[config.mk]
export PLATFORM = sky130hd
export DESIGN_NAME = mmt_mac
export DESIGN_NICKNAME = d
export VERILOG_FILES = /design/src/mmt_pkg.sv /design/src/mmt_mac.sv
export SDC_FILE = /design/constraint.sdc
export NUM_CORES = 1
export LEC_CHECK = 0
export ABC_CLOCK_PERIOD_IN_PS = 16440
export BUFFER_PORTS_ARGS = -buffer_cell sky130_fd_sc_hd__buf_4
export CAP_MARGIN = 20
export CORE_MARGIN = 2
export CORE_UTILIZATION = 30
export CTS_CLUSTER_DIAMETER = 30
export DETAILED_ROUTE_END_ITERATION = 7
export HOLD_SLACK_MARGIN = 0.12
export SLEW_MARGIN = 10
export SYNTH_ARGS = -nofsm -noshare
export SYNTH_HDL_FRONTEND = slang
export SYNTH_SLANG_ARGS = --single-unit
[constraint.sdc]
create_clock -name clk -period 16.44 [get_ports clk]
set_input_delay 3.288 -clock clk [delete_from_list [all_inputs] [get_ports clk]]
set_output_delay 3.288 -clock clk [all_outputs]
set_load 0.005 [all_outputs]
[src/mmt_pkg.sv]
// Shared constants and types for the transposed integer matrix multiply core.
package mmt_pkg;

  localparam int DATA_W = 32;
  localparam int IDX_W = 5;
  localparam int CFG_W = 6;
  localparam int OP_W = 2;
  localparam int DEFAULT_MAX_SIZE = 32;

  localparam logic [CFG_W-1:0] SIZE_RESET = 6'd32;

  localparam logic [OP_W-1:0] OP_LOAD_A = 2'd0;
  localparam logic [OP_W-1:0] OP_LOAD_B = 2'd1;
  localparam logic [OP_W-1:0] OP_READ = 2'd2;

  // Control from the sequencer to the multiply-accumulate unit.
  typedef struct packed {
    logic clear;
    logic valid;
    logic last;
  } mac_ctl_t;

endpackage

[src/mmt_mac.sv]
// Shared multiply-accumulate unit: one element pair per cycle, wrapping 32-bit sum.
module mmt_mac (
  input  logic                          clk,
  input  logic                          rst,
  input  mmt_pkg::mac_ctl_t             ctl,
  input  logic [mmt_pkg::DATA_W-1:0]    a,
  input  logic [mmt_pkg::DATA_W-1:0]    b,
  output logic [mmt_pkg::DATA_W-1:0]    acc,
  output logic                          done
);

  logic [mmt_pkg::DATA_W-1:0]   mul_low;
  logic [mmt_pkg::DATA_W-1:0]   prod;
  logic                         prod_valid;
  logic                         prod_last;

  // Only the low word of the product matters, so signedness does not.
  assign mul_low = a * b;

  always_ff @(posedge clk) begin
    prod <= mul_low;
    if (rst) begin
      prod_valid <= 1'b0;
      prod_last <= 1'b0;
      done <= 1'b0;
      acc <= '0;
    end else begin
      prod_valid <= ctl.valid;
      prod_last <= ctl.valid && ctl.last;
      done <= prod_valid && prod_last;
      if (ctl.clear) begin
        acc <= '0;
      end else if (prod_valid) begin
        acc <= acc + prod;
      end
    end
  end

endmodule

# Yosys cells after proc, flatten, opt, wreduce, memory -nomap -nowiden
# Index checks and enable logic that the tools add are counted.
[op_classes]
muxes = 0
n_reduce_logical = 3
eq_ne = 0
addsub = 1
n_bitwise = 0
shift = 0
mul = 1
magnitude_cmp = 0
div_mod_pow = 0
[op_table]
columns = ["op", "n"]
rows = [
  ["32-bit adder", 1],
  ["32-bit by 32-bit multiplier with 32-bit output", 1],
  ["1-bit logical AND", 2],
  ["2-bit OR reduction", 1],
]
[totals]
mem_count = 0
elab_cells = 10
mem_bits_ro = 0
register_bits = 67
ramBits = 0
inputBits = 69
latch_bits = 0

# Logic depth before layout (Yosys ltp)
[logic_depth]
ltp_word = 1
ltp_mapped = 27
depth_no_buf = 25

# Least setup slack after synthesis
# No wires, ideal clock.
[synth_timing]
kind = "input to register"
from = "in a[13] in the netlist's numbering"
to = "reg prod[31] in the netlist's numbering"
slack_ps = 6760
arrival_time_ps = 9560
n_path_buf = 2
cell_stages = 27
required_time_ps = 16319
setup_time_ps = 121
path_cell_list = "clkbuf_1 -> clkbuf_1 -> nand2_1 -> fa_1 -> inv_1 -> fa_1 -> inv_1 -> fa_1 -> inv_1 -> fa_1 -> inv_1 -> fa_1 -> inv_1 -> fa_1 -> inv_1 -> fa_1 -> fa_1 -> inv_1 -> ha_1 -> a21oi_1 -> o21bai_1 -> a21oi_1 -> nor2b_1 -> a2111o_1 -> nor3_1 -> a21oi_1 -> xnor2_1"
[synth_between]
elab_chain_cells = 1
[synth_rtl]
columns = ["element", "line_no", "rtl"]
rows = [
  ["start: declaration", "mmt_mac.sv:6", "input logic [mmt_pkg::DATA_W-1:0] a,"],
  ["32-bit by 32-bit multiplier with 32-bit output", "mmt_mac.sv:18", "assign mul_low = a * b;"],
  ["via mul_low, one bit", "mmt_mac.sv:12", "logic [mmt_pkg::DATA_W-1:0] mul_low;"],
  ["end signal: assignment", "mmt_mac.sv:21", "prod <= mul_low;"],
  ["end: declaration", "mmt_mac.sv:13", "logic [mmt_pkg::DATA_W-1:0] prod;"],
]
# The timed path passes the listed nets, and every way through them passes these cells.
# A chain may end at the register's enable or synchronous reset.

# Worst setup path in the final report
[layout_timing]
from = "in b[2] in the netlist's numbering"
to = "reg prod[31] in the netlist's numbering"
[layout_between]
elab_chain_cells = 1
[layout_rtl]
columns = ["element", "line_no", "rtl"]
rows = [
  ["start: declaration", "mmt_mac.sv:7", "input logic [mmt_pkg::DATA_W-1:0] b,"],
  ["32-bit by 32-bit multiplier with 32-bit output", "mmt_mac.sv:18", ""],
  ["via mul_low, one bit", "mmt_mac.sv:12", ""],
]
# The timed path passes the listed nets, and every way through them passes these cells.

==> results.json <==
{
  "crit_top_cell": "fa_1",
  "io_pins": 102,
  "grt_remaining_overflow": 0,
  "start_util": 0.3033,
  "via_count": 13784,
  "clk_path_buf_depth": 2,
  "synth_top_cell_area_share": 0.4280,
  "postSynthCellCount": 2115,
  "drc_errors": 0,
  "syn-cell-area_um2": 19130,
  "async_flop_share": 0,
  "slew_violations": 0,
  "synth_top_family_by_area": "adder cells",
  "initialDrtViolationCount": 725,
  "path_clk_slew_ns": 0.06,
  "start_kind": "input pin",
  "synth-edff-count": 0,
  "syn-mean-instance-area_um2": 9.045,
  "finalWirelength_um": 48800,
  "core_area_um2": 63080,
  "worstPathMaxFanout": 30,
  "clock-root-buffer": "clkbuf_16",
  "muxShareOfSynthArea": 0.01099,
  "critPathKind": "input pin to flop",
  "netlist_top_cells_count": "409 x fa_1, 405 x inv_1, 289 x nand2_1, 274 x and2_1, 154 x ha_1",
  "tightest_slew_ns": 0.6391,
  "ys_seq_area_frac": 0.07011,
  "antenna_found_initial": 0,
  "yosysTopAreaCell": "fa_1",
  "wl_per_cell_um": 16.37,
  "hold_viol": 0,
  "finalSetupViolations": 0,
  "grt_max_degree": 49,
  "area_delta_synth_final_pct": 9.464,
  "ys_types": 61,
  "final_antenna_net_count": 0,
  "synth-compound-area-share": 0.06403,
  "die_h_um": 256.5,
  "cap_violations": 0,
  "status": "finished clean",
  "grt_setup_unrepaired": "false",
  "yosys.area_share.simple": 0.1778,
  "yosys.area_share.xor_xnor": 0.04944,
  "clock_skew_ns": 0.005204,
  "fin_crit_sh": 0.5834,
  "cpMaxStageDelayCell": "fa_1",
  "required_ns": 16.64,
  "gp_congestion": 0.8919,
  "synth-seq-cells": 67,
  "fin_crit_ns": 9.591,
  "synth.area.top_cells": "fa_1 43%, ha_1 10%, and2_1 9.0%, inv_1 7.9%, dfxtp_1 7.0%",
  "die_w_um": 256.5,
  "dieArea_um2": 65810,
  "firstDrtPassIters": 5,
  "portBuffers": 101,
  "hold_path.class": "flop to flop",
  "vias_per_cell": 4.624,
  "fillers": 6671,
  "synth_warnings": 0,
  "cp_slowest_stage_delay_ns": 0.55,
  "gr-usage-all-layers": 0.1533,
  "hpwl_um": 41030,
  "synth-main-ff-cell": "dfxtp_1",
  "htree_num_levels": 3,
  "relSlewSlack": 0.5709,
  "cts_tree": "done",
  "yosysMostFrequentCell": "fa_1",
  "final.setup.tns_ns": 0,
  "grt_pass1_vias": 15233,
  "synthesis.nets": 2747,
  "worstSkewPairLatency_ns": 0.34,
  "grt_pass1_wl_um": 81580,
  "crit_path_end_kind": "flop",
  "rows": 92,
  "fmax_mhz": 104.3,
  "synth_adder_area_share": 0.5287,
  "hold_buffers": 0,
  "cts_buffers": 9,
  "cts.sinks": 67,
  "post_cts_buffers": 0,
  "drive_above_1_share": 0.06417,
  "cts-resized-gates": 0,
  "worstPathArrival_ns": 9.79,
  "nNetsFinal": 2762,
  "diodes": 0
}
-- path summary, 6_finish.rpt --
kind / cells after the start / to / slack, ns / from
worst max-delay path: 25 / prod[31] / 6.85 / b[2]
worst max register to register: 9 / acc[31] / 13.44 / acc[20]
worst min-delay path: 2 / done / 0.43 / prod_last
worst min register to register: 2 / done / 0.43 / prod_last
-- stage by stage --
step | hold slack, ns | utilization | std cells | setup WS (ns) | area [um^2]
4_1_cts | 0.4285 | 0.3320 | 2981 | 6.893 | 20940
5_1_grt | 0.4627 | 0.3320 | 2981 | 6.584 | 20940
3_3_place_gp | 0.4150 | 0.3264 | 2965 | 6.626 | 20590
3_5_place_dp | 0.4198 | 0.3264 | 2965 | 6.525 | 20590
6_report | 0.4306 | 0.3320 | 2981 | 6.849 | 20940
2_1_floorplan | 0.4045 | - | 2115 | 6.760 | 19130
-- layer usage --
layer	part of all wire	routed length, um	GRT usage	up-vias
met5	0	0	0	-
met2	0.48	23310	0.2637	300
met3	0.039	1921	0.01453	46
met4	0.015	738	0.03068	0
met1	0.47	22840	0.2097	7053
li1	-	-	-	6385
-- placed cells by master (no fill, tap or decap), types with 24 or more instances in the layout --
| cell | n |
|---|---|
| nor2_1 | 49 |
| xor2_1 | 27 |
| and2_1 | 274 |
| nand2_1 | 289 |
| a21oi_1 | 52 |
| fa_1 | 409 |
| dfxtp_1 | 66 |
| buf_4 | 103 |
| o21ai_0 | 24 |
| xnor2_1 | 81 |
| inv_1 | 405 |
| ha_1 | 154 |
-- final cells by class --
| type | count | area [um^2] | area share |
|---|---|---|---|
| inverters | 405 | 1520 | 0.07259 |
| clock buffers | 9 | 225.2 | 0.01075 |
| clock inverters | 7 | 123.9 | 0.005915 |
| repair buffers | 103 | 773.2 | 0.03692 |
| well taps | 846 | 1059 | 0.05055 |
| flip-flops and latches | 67 | 1343 | 0.06411 |
| multi-input cells | 1544 | 15900 | 0.7592 |
-- kinds of logic (layout without fill, tap and decap cells) --
| kind of cell | after synthesis | count (layout) |
|---|---|---|
| and+or+nand+nor | 679 | 679 |
| buffers and inverters | 504 | 524 |
| xor gates and xnor gates | 108 | 108 |
| adders and majority gates | 563 | 563 |
| DFF | 67 | 67 |
| AOI/OAI and AO/OA | 173 | 173 |
| muxes | 21 | 21 |
-- worst max-delay path: cells and delay by family --
family	cells	cell delay (ns)
adder cells (fa/ha/maj)	9	4.42
AND/OR/NAND/NOR	3	0.42
XOR/XNOR	1	0.12
buffers and inverters	8	0.67
AO/OA/AOI/OAI	4	0.86
-- sequential cells by signal, summed over array words and instances (netlist names) --
name	cells
prod_last	1
prod	32
acc	32
done	1
prod_valid	1
Power is not shown: default switching activity piles up to over one toggle a cycle in this logic, so the estimate is an artifact.
